[config.mk]
export PLATFORM = sky130hd
export DESIGN_NAME = lidar_scan_obstacle_screen_flat
export DESIGN_NICKNAME = d
export VERILOG_FILES = /design/src/sv/lso_pkg.sv /design/src/sv/lso_if.sv /design/src/sv/lidar_scan_obstacle_screen.sv /design/src/sv/lso_cfg_regs.sv /design/src/sv/lso_div.sv /design/src/flat_wrapper.sv
export VERILOG_INCLUDE_DIRS = /design/src /design/src/sv
export SDC_FILE = /design/constraint.sdc
export NUM_CORES = 1
export LEC_CHECK = 0
export BUFFER_PORTS_ARGS = -buffer_cell sky130_fd_sc_hd__buf_4
export CAP_MARGIN = 25
export CORE_ASPECT_RATIO = 0.5
export CORE_MARGIN = 2
export CORE_UTILIZATION = 50
export CTS_BUF_LIST = sky130_fd_sc_hd__clkbuf_8
export DETAILED_ROUTE_END_ITERATION = 7
export MAX_ROUTING_LAYER = met4
export PLACE_DENSITY = 0.75
export SETUP_SLACK_MARGIN = 0.05
export SLEW_MARGIN = 20
export SYNTH_ARGS = -nofsm -noshare
export SYNTH_HDL_FRONTEND = slang
export SYNTH_SLANG_ARGS = --single-unit
[constraint.sdc]
create_clock -name clk -period 8.7 [get_ports clk]
set_input_delay 0.435 -clock clk [delete_from_list [all_inputs] [get_ports clk]]
set_output_delay 0.435 -clock clk [all_outputs]
set_load 0.005 [all_outputs]
[src/sv/lidar_scan_obstacle_screen_macros.svh]
`ifndef LIDAR_SCAN_OBSTACLE_SCREEN_MACROS_SVH
`define LIDAR_SCAN_OBSTACLE_SCREEN_MACROS_SVH

// same-cycle implication, clocked on clk, off during reset
`define LSO_ASSERT(label, ante, cons, msg) \
    label: assert property (@(posedge clk) disable iff (!rst_n) (ante) |-> (cons)) \
        else $error(msg);

// next-cycle implication, clocked on clk, off during reset
`define LSO_ASSERT_NEXT(label, ante, cons, msg) \
    label: assert property (@(posedge clk) disable iff (!rst_n) (ante) |=> (cons)) \
        else $error(msg);

`endif

[src/sv/lso_pkg.sv]
`default_nettype none
package lso_pkg;

    localparam int FRONT_INDEX = 540;
    localparam int MAX_POINTS  = 2048;
    localparam int IDX_W       = $clog2(MAX_POINTS);
    localparam int HIT_W       = 12;
    localparam int MM_W        = 16;
    localparam int POS_W       = 17;
    localparam int BLIND_W     = 10;
    localparam int CFG_IDX_W   = 3;
    localparam int DIV_STEPS   = 16;
    localparam int DIV_CNT_W   = $clog2(DIV_STEPS);

    localparam logic [IDX_W-1:0] IDX_LAST  = IDX_W'(MAX_POINTS - 1);
    localparam logic [IDX_W-1:0] IDX_FRONT = IDX_W'(FRONT_INDEX);
    localparam logic [HIT_W-1:0] HIT_MAX   = '1;

    localparam logic [MM_W-1:0]        RST_ROBOT_RADIUS = 16'd300;
    localparam logic [MM_W-1:0]        RST_MAX_DETECT   = 16'd1500;
    localparam logic [MM_W-1:0]        RST_MIN_DETECT   = 16'd400;
    localparam logic                   RST_DYN_ENABLE   = 1'b0;
    localparam logic signed [MM_W-1:0] RST_SAFETY_COEFF = 16'sd32767;
    localparam logic [MM_W-1:0]        RST_MAX_OBSTACLE = 16'd1500;
    localparam logic [BLIND_W-1:0]     RST_BLIND_HALF   = 10'd0;

    typedef enum logic [CFG_IDX_W-1:0] {
        REG_ROBOT_RADIUS = 3'd0,
        REG_MAX_DETECT   = 3'd1,
        REG_MIN_DETECT   = 3'd2,
        REG_DYN_ENABLE   = 3'd3,
        REG_SAFETY_COEFF = 3'd4,
        REG_MAX_OBSTACLE = 3'd5,
        REG_BLIND_HALF   = 3'd6
    } cfg_reg_t;

    typedef enum logic [2:0] {
        S_IDLE,
        S_MUL,
        S_LEN,
        S_EVAL,
        S_DIV,
        S_DONE
    } state_t;

    typedef struct packed {
        logic [MM_W-1:0]        robot_radius_mm;
        logic [MM_W-1:0]        max_detection_mm;
        logic [MM_W-1:0]        min_detection_mm;
        logic                   dynamic_detection_enable;
        logic signed [MM_W-1:0] speed_safety_coeff;
        logic [MM_W-1:0]        max_obstacle_mm;
        logic [BLIND_W-1:0]     blind_half_width_points;
    } lso_cfg_t;

    typedef struct packed {
        logic            start;
        logic [MM_W-1:0] dividend;
        logic [MM_W-1:0] divisor;
    } div_ctrl_t;

    typedef struct packed {
        logic            busy;
        logic            done;
        logic [MM_W-1:0] quotient;
    } div_stat_t;

endpackage
`default_nettype wire

[src/sv/lso_if.sv]
`default_nettype none
interface lso_cfg_if;
    import lso_pkg::*;

    logic                 valid;
    logic                 ready;
    logic [CFG_IDX_W-1:0] reg_index;
    logic [MM_W-1:0]      wdata;

    modport source (output valid, output reg_index, output wdata, input ready);
    modport sink   (input valid, input reg_index, input wdata, output ready);
endinterface

interface lso_point_if;
    import lso_pkg::*;

    logic                    valid;
    logic                    ready;
    logic [MM_W-1:0]         range_mm;
    logic signed [POS_W-1:0] bearing_cdeg;
    logic signed [POS_W-1:0] pos_x_mm;
    logic signed [POS_W-1:0] pos_y_mm;
    logic                    last_point;

    modport source (output valid, output range_mm, output bearing_cdeg, output pos_x_mm,
                    output pos_y_mm, output last_point, input ready);
    modport sink   (input valid, input range_mm, input bearing_cdeg, input pos_x_mm,
                    input pos_y_mm, input last_point, output ready);
endinterface

interface lso_result_if;
    import lso_pkg::*;

    logic                    valid;
    logic                    ready;
    logic                    obstacle_in_path;
    logic [HIT_W-1:0]        hit_total;
    logic [MM_W-1:0]         nearest_range_mm;
    logic signed [POS_W-1:0] nearest_bearing_cdeg;
    logic [MM_W-1:0]         avoid_weight_q16;
    logic [MM_W-1:0]         detect_length_mm;

    modport source (output valid, output obstacle_in_path, output hit_total,
                    output nearest_range_mm, output nearest_bearing_cdeg,
                    output avoid_weight_q16, output detect_length_mm, input ready);
    modport sink   (input valid, input obstacle_in_path, input hit_total,
                    input nearest_range_mm, input nearest_bearing_cdeg,
                    input avoid_weight_q16, input detect_length_mm, output ready);
endinterface
`default_nettype wire

[src/sv/lidar_scan_obstacle_screen.sv]
`default_nettype none
// Screens one lidar scan for obstacles. Points arrive one per beat on pt; each point passes
// through S_IDLE (accept), S_MUL (multiply for the speed-scaled detection length), S_LEN
// (clamp) and S_EVAL (hit test and nearest-point update), with pt.ready high only while the
// block is idle. The point flagged last_point also runs the avoidance weight through a
// restoring divider, one quotient bit per cycle for a sixteen-bit quotient, when a weight is
// due; the result is loaded into an output register in S_DONE, after S_DIV or straight after
// S_EVAL when no weight is due. A result still waiting on res holds the block until res takes
// it. The next scan may start while the loaded result waits on res. Registers on cfg must be
// written only while the block is idle, at one beat per cycle; the block does not enforce it.
`include "lidar_scan_obstacle_screen_macros.svh"
module lidar_scan_obstacle_screen (
    input  wire          clk,
    input  wire          rst_n,
    lso_cfg_if.sink      cfg,
    lso_point_if.sink    pt,
    lso_result_if.source res
);
    import lso_pkg::*;

    lso_cfg_t  cfg_q;
    div_ctrl_t div_ctrl;
    div_stat_t div_stat;

    state_t state_reg, state_next;

    logic [MM_W-1:0]         range_reg;
    logic signed [POS_W-1:0] bearing_reg;
    logic signed [POS_W-1:0] px_reg;
    logic signed [POS_W-1:0] py_reg;
    logic                    last_reg;
    logic signed [32:0]      prod_reg;
    logic [MM_W-1:0]         len_reg;
    logic [MM_W-1:0]         weight_reg;

    logic [IDX_W-1:0]        idx_reg,       idx_next;
    logic [HIT_W-1:0]        hit_reg,       hit_next;
    logic [MM_W-1:0]         best_range_reg, best_range_next;
    logic signed [POS_W-1:0] best_bear_reg,  best_bear_next;

    logic                    res_valid_reg;
    logic                    res_obstacle_reg;
    logic [HIT_W-1:0]        res_hit_reg;
    logic [MM_W-1:0]         res_range_reg;
    logic signed [POS_W-1:0] res_bear_reg;
    logic [MM_W-1:0]         res_weight_reg;
    logic [MM_W-1:0]         res_len_reg;

    logic                    accept;
    logic                    res_load;
    logic signed [16:0]      mdet_s;
    logic signed [32:0]      prod_next;
    logic [MM_W-1:0]         scaled_len;
    logic [MM_W-1:0]         len_next;
    logic signed [17:0]      rad_s;
    logic signed [17:0]      px_s;
    logic signed [17:0]      py_s;
    logic signed [17:0]      len_s;
    logic                    hit;
    logic [MM_W-1:0]         cur_best;
    logic signed [POS_W-1:0] cur_bear;
    logic [IDX_W-1:0]        blind_lo;
    logic [IDX_W-1:0]        blind_hi;
    logic                    blind;
    logic                    closer;
    logic                    weight_ok;

    lso_cfg_regs u_cfg (
        .clk   (clk),
        .rst_n (rst_n),
        .cfg   (cfg),
        .cfg_q (cfg_q)
    );

    lso_div u_div (
        .clk   (clk),
        .rst_n (rst_n),
        .ctrl  (div_ctrl),
        .stat  (div_stat)
    );

    assign mdet_s    = signed'({1'b0, cfg_q.max_detection_mm});
    assign prod_next = mdet_s * cfg_q.speed_safety_coeff;

    always_comb
    begin
        if (!cfg_q.dynamic_detection_enable)
            scaled_len = cfg_q.max_detection_mm;
        else if (prod_reg <= 0)
            scaled_len = '0;
        else
            scaled_len = prod_reg[30:15];
        len_next = (scaled_len < cfg_q.min_detection_mm) ? cfg_q.min_detection_mm : scaled_len;
    end

    assign rad_s = signed'({2'b00, cfg_q.robot_radius_mm});
    assign px_s  = {px_reg[POS_W-1], px_reg};
    assign py_s  = {py_reg[POS_W-1], py_reg};
    assign len_s = signed'({2'b00, len_reg});

    assign hit = (range_reg < cfg_q.robot_radius_mm)
              || ((px_s >= -rad_s) && (px_s < rad_s) && (py_s >= 0) && (py_s < len_s));

    assign cur_best = (idx_reg == '0) ? cfg_q.max_obstacle_mm : best_range_reg;
    assign cur_bear = (idx_reg == '0) ? '0 : best_bear_reg;

    assign blind_lo = ({1'b0, cfg_q.blind_half_width_points} <= IDX_FRONT)
                    ? (IDX_FRONT - IDX_W'(cfg_q.blind_half_width_points)) : '0;
    assign blind_hi = IDX_FRONT + IDX_W'(cfg_q.blind_half_width_points);
    assign blind    = (idx_reg >= blind_lo) && (idx_reg <= blind_hi);
    assign closer   = !blind && (range_reg < cur_best);

    assign best_range_next = closer ? range_reg   : cur_best;
    assign best_bear_next  = closer ? bearing_reg : cur_bear;
    assign weight_ok = (cfg_q.max_obstacle_mm != '0) && (best_range_next < cfg_q.max_obstacle_mm);

    assign hit_next = (hit && hit_reg != HIT_MAX) ? hit_reg + 1'b1 : hit_reg;
    assign idx_next = last_reg ? '0 : ((idx_reg < IDX_LAST) ? idx_reg + 1'b1 : idx_reg);

    always_comb
    begin
        state_next        = state_reg;
        accept            = 1'b0;
        res_load          = 1'b0;
        div_ctrl.start    = 1'b0;
        div_ctrl.dividend = cfg_q.max_obstacle_mm - best_range_next;
        div_ctrl.divisor  = cfg_q.max_obstacle_mm;
        unique case (state_reg)
            S_IDLE:
            begin
                accept = pt.valid;
                if (pt.valid)
                    state_next = S_MUL;
            end
            S_MUL:  state_next = S_LEN;
            S_LEN:  state_next = S_EVAL;
            S_EVAL:
            begin
                if (!last_reg)
                    state_next = S_IDLE;
                else if (weight_ok)
                begin
                    div_ctrl.start = 1'b1;
                    state_next     = S_DIV;
                end
                else
                    state_next = S_DONE;
            end
            S_DIV:
            begin
                if (div_stat.done)
                    state_next = S_DONE;
            end
            S_DONE:
            begin
                if (!res_valid_reg || res.ready)
                begin
                    res_load   = 1'b1;
                    state_next = S_IDLE;
                end
            end
            default: state_next = S_IDLE;
        endcase
    end

    assign pt.ready = (state_reg == S_IDLE);

    always_ff @(posedge clk or negedge rst_n)
    begin
        if (!rst_n)
            state_reg <= S_IDLE;
        else
            state_reg <= state_next;
    end

    always_ff @(posedge clk or negedge rst_n)
    begin
        if (!rst_n)
        begin
            idx_reg        <= '0;
            hit_reg        <= '0;
            best_range_reg <= RST_MAX_OBSTACLE;
            best_bear_reg  <= '0;
            res_valid_reg  <= 1'b0;
        end
        else
        begin
            if (state_reg == S_EVAL)
            begin
                idx_reg        <= idx_next;
                hit_reg        <= hit_next;
                best_range_reg <= best_range_next;
                best_bear_reg  <= best_bear_next;
            end
            else if (res_load)
                hit_reg <= '0;

            if (res_load)
                res_valid_reg <= 1'b1;
            else if (res.ready)
                res_valid_reg <= 1'b0;
        end
    end

    always_ff @(posedge clk)
    begin
        if (accept)
        begin
            range_reg   <= pt.range_mm;
            bearing_reg <= pt.bearing_cdeg;
            px_reg      <= pt.pos_x_mm;
            py_reg      <= pt.pos_y_mm;
            last_reg    <= pt.last_point;
        end
        if (state_reg == S_MUL)
            prod_reg <= prod_next;
        if (state_reg == S_LEN)
            len_reg <= len_next;
        if (state_reg == S_EVAL)
            weight_reg <= '0;
        else if (state_reg == S_DIV && div_stat.done)
            weight_reg <= div_stat.quotient;
        if (res_load)
        begin
            res_obstacle_reg <= (hit_reg >= HIT_W'(2));
            res_hit_reg      <= hit_reg;
            res_range_reg    <= best_range_reg;
            res_bear_reg     <= best_bear_reg;
            res_weight_reg   <= weight_reg;
            res_len_reg      <= len_reg;
        end
    end

    assign res.valid                = res_valid_reg;
    assign res.obstacle_in_path     = res_obstacle_reg;
    assign res.hit_total            = res_hit_reg;
    assign res.nearest_range_mm     = res_range_reg;
    assign res.nearest_bearing_cdeg = res_bear_reg;
    assign res.avoid_weight_q16     = res_weight_reg;
    assign res.detect_length_mm     = res_len_reg;

    `LSO_ASSERT(a_flag_matches_hits, res_valid_reg, res_obstacle_reg == (res_hit_reg >= HIT_W'(2)), "obstacle flag disagrees with hit total")
    `LSO_ASSERT(a_div_only_in_div, div_stat.busy, state_reg == S_DIV, "divider busy outside divide state")
    `LSO_ASSERT(a_weight_range, res_valid_reg, res_weight_reg <= 16'd32768, "avoidance weight above one half")
    `LSO_ASSERT_NEXT(a_mid_scan_returns, (state_reg == S_EVAL) && !last_reg, (state_reg == S_IDLE) && (idx_reg != '0), "mid-scan point did not return to idle with index advanced")

endmodule
`default_nettype wire

[src/sv/lso_cfg_regs.sv]
`default_nettype none
module lso_cfg_regs (
    input  wire              clk,
    input  wire              rst_n,
    lso_cfg_if.sink          cfg,
    output lso_pkg::lso_cfg_t cfg_q
);
    import lso_pkg::*;

    lso_cfg_t cfg_reg;
    lso_cfg_t cfg_next;

    assign cfg.ready = 1'b1;
    assign cfg_q     = cfg_reg;

    always_comb
    begin
        cfg_next = cfg_reg;
        if (cfg.valid)
        begin
            unique case (cfg.reg_index)
                REG_ROBOT_RADIUS: cfg_next.robot_radius_mm          = cfg.wdata;
                REG_MAX_DETECT:   cfg_next.max_detection_mm         = cfg.wdata;
                REG_MIN_DETECT:   cfg_next.min_detection_mm         = cfg.wdata;
                REG_DYN_ENABLE:   cfg_next.dynamic_detection_enable = cfg.wdata[0];
                REG_SAFETY_COEFF: cfg_next.speed_safety_coeff       = signed'(cfg.wdata);
                REG_MAX_OBSTACLE: cfg_next.max_obstacle_mm          = cfg.wdata;
                REG_BLIND_HALF:   cfg_next.blind_half_width_points  = cfg.wdata[BLIND_W-1:0];
                default:          cfg_next = cfg_reg;
            endcase
        end
    end

    always_ff @(posedge clk or negedge rst_n)
    begin
        if (!rst_n)
        begin
            cfg_reg.robot_radius_mm          <= RST_ROBOT_RADIUS;
            cfg_reg.max_detection_mm         <= RST_MAX_DETECT;
            cfg_reg.min_detection_mm         <= RST_MIN_DETECT;
            cfg_reg.dynamic_detection_enable <= RST_DYN_ENABLE;
            cfg_reg.speed_safety_coeff       <= RST_SAFETY_COEFF;
            cfg_reg.max_obstacle_mm          <= RST_MAX_OBSTACLE;
            cfg_reg.blind_half_width_points  <= RST_BLIND_HALF;
        end
        else
        begin
            cfg_reg <= cfg_next;
        end
    end

endmodule
`default_nettype wire

[src/sv/lso_div.sv]
`default_nettype none
module lso_div (
    input  wire                clk,
    input  wire                rst_n,
    input  lso_pkg::div_ctrl_t ctrl,
    output lso_pkg::div_stat_t stat
);
    import lso_pkg::*;

    logic                 busy_reg,  busy_next;
    logic                 done_reg,  done_next;
    logic [DIV_CNT_W-1:0] cnt_reg,   cnt_next;
    logic [MM_W:0]        rem_reg,   rem_next;
    logic [MM_W-1:0]      dvs_reg,   dvs_next;
    logic [MM_W-1:0]      quo_reg,   quo_next;
    logic                 ge;
    logic [MM_W:0]        diff;

    assign ge   = rem_reg >= {1'b0, dvs_reg};
    assign diff = ge ? (rem_reg - {1'b0, dvs_reg}) : rem_reg;

    always_comb
    begin
        busy_next = busy_reg;
        done_next = 1'b0;
        cnt_next  = cnt_reg;
        rem_next  = rem_reg;
        dvs_next  = dvs_reg;
        quo_next  = quo_reg;
        if (ctrl.start)
        begin
            busy_next = 1'b1;
            cnt_next  = DIV_CNT_W'(DIV_STEPS - 1);
            rem_next  = {1'b0, ctrl.dividend};
            dvs_next  = ctrl.divisor;
            quo_next  = '0;
        end
        else if (busy_reg)
        begin
            rem_next = {diff[MM_W-1:0], 1'b0};
            quo_next = {quo_reg[MM_W-2:0], ge};
            cnt_next = cnt_reg - 1'b1;
            if (cnt_reg == '0)
            begin
                busy_next = 1'b0;
                done_next = 1'b1;
            end
        end
    end

    always_ff @(posedge clk or negedge rst_n)
    begin
        if (!rst_n)
        begin
            busy_reg <= 1'b0;
            done_reg <= 1'b0;
            cnt_reg  <= '0;
        end
        else
        begin
            busy_reg <= busy_next;
            done_reg <= done_next;
            cnt_reg  <= cnt_next;
        end
    end

    always_ff @(posedge clk)
    begin
        rem_reg <= rem_next;
        dvs_reg <= dvs_next;
        quo_reg <= quo_next;
    end

    assign stat.busy     = busy_reg;
    assign stat.done     = done_reg;
    assign stat.quotient = quo_reg;

endmodule
`default_nettype wire

[src/flat_wrapper.sv]
// flat-port wrapper written by rule: the top's interface ports become plain ports
module lidar_scan_obstacle_screen_flat import lso_pkg::*;
  (clk, rst_n, cfg_valid, cfg_reg_index, cfg_wdata, cfg_ready, pt_valid, pt_range_mm, pt_bearing_cdeg, pt_pos_x_mm, pt_pos_y_mm, pt_last_point, pt_ready, res_valid, res_obstacle_in_path, res_hit_total, res_nearest_range_mm, res_nearest_bearing_cdeg, res_avoid_weight_q16, res_detect_length_mm, res_ready);
  lso_cfg_if cfg_i ();
  lso_point_if pt_i ();
  lso_result_if res_i ();
  input  wire clk;
  input  wire rst_n;
  input wire logic [$bits(cfg_i.valid)-1:0] cfg_valid;
  input wire logic [$bits(cfg_i.reg_index)-1:0] cfg_reg_index;
  input wire logic [$bits(cfg_i.wdata)-1:0] cfg_wdata;
  output wire logic [$bits(cfg_i.ready)-1:0] cfg_ready;
  input wire logic [$bits(pt_i.valid)-1:0] pt_valid;
  input wire logic [$bits(pt_i.range_mm)-1:0] pt_range_mm;
  input wire logic [$bits(pt_i.bearing_cdeg)-1:0] pt_bearing_cdeg;
  input wire logic [$bits(pt_i.pos_x_mm)-1:0] pt_pos_x_mm;
  input wire logic [$bits(pt_i.pos_y_mm)-1:0] pt_pos_y_mm;
  input wire logic [$bits(pt_i.last_point)-1:0] pt_last_point;
  output wire logic [$bits(pt_i.ready)-1:0] pt_ready;
  output wire logic [$bits(res_i.valid)-1:0] res_valid;
  output wire logic [$bits(res_i.obstacle_in_path)-1:0] res_obstacle_in_path;
  output wire logic [$bits(res_i.hit_total)-1:0] res_hit_total;
  output wire logic [$bits(res_i.nearest_range_mm)-1:0] res_nearest_range_mm;
  output wire logic [$bits(res_i.nearest_bearing_cdeg)-1:0] res_nearest_bearing_cdeg;
  output wire logic [$bits(res_i.avoid_weight_q16)-1:0] res_avoid_weight_q16;
  output wire logic [$bits(res_i.detect_length_mm)-1:0] res_detect_length_mm;
  input wire logic [$bits(res_i.ready)-1:0] res_ready;
  assign cfg_i.valid = cfg_valid;
  assign cfg_i.reg_index = cfg_reg_index;
  assign cfg_i.wdata = cfg_wdata;
  assign cfg_ready = cfg_i.ready;
  assign pt_i.valid = pt_valid;
  assign pt_i.range_mm = pt_range_mm;
  assign pt_i.bearing_cdeg = pt_bearing_cdeg;
  assign pt_i.pos_x_mm = pt_pos_x_mm;
  assign pt_i.pos_y_mm = pt_pos_y_mm;
  assign pt_i.last_point = pt_last_point;
  assign pt_ready = pt_i.ready;
  assign res_valid = res_i.valid;
  assign res_obstacle_in_path = res_i.obstacle_in_path;
  assign res_hit_total = res_i.hit_total;
  assign res_nearest_range_mm = res_i.nearest_range_mm;
  assign res_nearest_bearing_cdeg = res_i.nearest_bearing_cdeg;
  assign res_avoid_weight_q16 = res_i.avoid_weight_q16;
  assign res_detect_length_mm = res_i.detect_length_mm;
  assign res_i.ready = res_ready;
  lidar_scan_obstacle_screen u_core (.clk(clk), .rst_n(rst_n), .cfg(cfg_i), .pt(pt_i), .res(res_i));
endmodule
==> impl_metrics.toml <==
[drt]
via_per_inst = 5.57
route.detailed.drc = 0
first_pass_iters = 5
drt_iter0_markers = 1558
routedWlPerCell_um = 19.4
final_antenna_net_count = 0
routed_wl_um = 72400
via_count = 20800

[die]
die-height_um = 174
pin_count = 173
coreArea_um2 = 57300
die_area_um2 = 60100
dieWidth_um = 345
rows = 62
initial_utilization = 0.506

[setup_path]
critical_path_class = "reg -> reg"
arrival_ns = 7.85
critPathMaxFanout = 31
start_kind = "flip-flop"
cp.required_ns = 9.08
end_kind = "flip-flop"

[layout]
largest_reg_flops = 91
drive_gt1_frac = 0.148
final_net_count = 3472
area_growth_syn_to_layout_pct = 14.2

[clock_network]
cts_resized = 0
cts_buffers = 66
clkTransAtPathRegs_ns = 0.07
cts_setup_buffers = 0
cts_tree = "yes"
worstSkewPairLatency_ns = 0.64
htreeDepth = 3
clock_path_buffers = 3
root_buffer = "clkbuf_8"
cts_sinks = 417

[logic_synthesis]
synth_area_um2 = 29000
synth_simple_gate_area_share = 0.121
synth-compound-area-share = 0.0994
ys_seq_area_frac = 0.395
synthAdderAreaFrac = 0.255
yosysMostFrequentCell = "inv_1"
synth_warnings = 0
synth_cell_types = 83
syn_nets = 3242
synth_ff_type = "edfxtp_1"
synth-xor-area-share = 0.0248
avgSynthCellArea_um2 = 10.8
synth-edff-count = 227
synth-seq-cells = 417
async_reset_ff_frac = 0.376
ys_top_cells_by_area = "edfxtp_1 (24%), fa_1 (14%), ha_1 (12%), dfrtp_1 (9.8%), inv_1 (4.2%)"
synth_top_area_cell = "edfxtp_1"
netlist.area_leader.share = 0.235
muxShareOfSynthArea = 0.0486
netlist_top_cells_count = "inv_1 (325), nand2_1 (303), ha_1 (278)"
synth_top_family_by_area = "adder cells"
synth_cells = 2676

[timing]
worstMarginPinSlew_ns = 0.941
finalCritPeriodShare = 0.859
fin_setup_tns_ns = 0
grt_setup_unrepaired = "no"
maxSlewHeadroom = 0.373
slew_viol_final = 0
fin_crit_ns = 7.47
fmax_ghz = 0.134
hold_viol_final = 0
finClkSkew_ns = 0.0295
setup_viol = 0

[place]
portBuffers = 171
place.gp.congestion = 0.943
hpwl_um = 53400

[grt]
grt_antenna_before_repair = 2
grt_pass1_vias = 21500
grt_pass1_wl_um = 117000
grt_max_degree = 89
grt_overflow = 0
track_usage = 0.255

[outcome]
run_status = "finished, final reports clean"

[job]
max_cap_viol_count = 0

[worst_hold_path]
hp-class = "in -> reg"
## worst paths after layout
path | end | cells after the start | startpoint | slack [ns]
max | u_core.u_div.rem_reg[14] | 27 | u_core.idx_reg[0] | 1.23
min | u_core.u_cfg.cfg_q[78] | 3 | cfg_wdata[3] | 0.11
max reg2reg | u_core.u_div.rem_reg[14] | 27 | u_core.idx_reg[0] | 1.23
min reg2reg | u_core.res.avoid_weight_q16[8] | 0 | u_core.weight_reg[8] | 0.43
max in group asynchronous | u_core.u_cfg.cfg_q[56] | 3 | rst_n | 6.83
min in group asynchronous | u_core.u_cfg.cfg_q[7] | 2 | rst_n | 0.42
## per-stage QoR
stage	cell area (µm²)	worst slack, ns	utilization	hold slack (ns)	instances
6_report	33100	1.23	0.578	0.114	3730
3_3_place_gp	31000	1.45	0.541	0.413	3535
4_1_cts	33100	1.26	0.577	0.0826	3727
5_1_grt	33100	0.345	0.578	0.104	3730
3_5_place_dp	31000	1.28	0.541	0.417	3536
2_1_floorplan	29000	2.21	-	0.139	2676
## critical path, stage by stage, from the launching register on
cell and delay (ns):
dfrtp_1 0.43, inv_1 0.15, ha_1 0.16, nor4b_2 0.28
nand3_1 0.52, mux2i_1 0.37, ha_1 0.29, and4_1 0.23
a31o_2 0.25, a221oi_2 0.18, a211oi_1 0.14, o221ai_2 0.21
nand3_2 0.43, nor2_1 0.21, a31oi_1 0.07, ha_1 0.23
fa_1 0.41, nor2b_1 0.13, o21ai_0 0.11, a21oi_1 0.29
o31a_1 0.23, o211ai_1 0.11, a21oi_1 0.19, nand2_1 0.39
inv_2 0.60, buf_4 0.36, and3_1 0.21, nor2_1 0.05
## per-layer routing
metal / wire [µm] / global-route usage / vias to the layer above
met2: 35100 / 0.408 / 653
met1: 30900 / 0.333 / 10300
li1: - / - / 9683
met4: 2460 / 0.0886 / 0
met5: 0 / - / -
met3: 3960 / 0.0359 / 148
## cell families (layout without fill, tap and decap cells)
kind of cell             count (synthesis)  after routing
AO/OA/AOI/OAI                          437            437
XOR/XNOR                                82             82
adder cells (fa/ha/maj)                474            474
buffers and inverters                  423            707
flip-flops                             417            417
multiplexers                           131            131
other                                    1              3
AND/OR/NAND/NOR                        711            711
## area by class of cell
class,instances,area (µm²)
antenna,2,5.00
clock buffer,77,1060
clock inverter,45,330
fill,4682,24200
inverter,326,1220
multi-input combinational,1836,15900
sequential,417,11500
tap,768,961
timing repair buffer,259,2130
## cells in the final DEF (no fill, tap or decap), types with 82 or more instances in the layout
cell type  instances
nand2_1          303
dfrtp_1          114
inv_1            342
buf_4            187
o21ai_0          108
nor2_1            82
a21oi_1          106
ha_1             278
and2_1           108
fa_1             196
edfxtp_1         227
## timing repair
item | in CTS | in global routing
endpoints found under the setup margin | 0 | 0
hold endpoints to repair | 140 | 0
hold buffers | 69 | 0
Power is left out: the tool's default activity adds up to more than one toggle a clock period on the data nets, which glitch-free logic cannot reach.
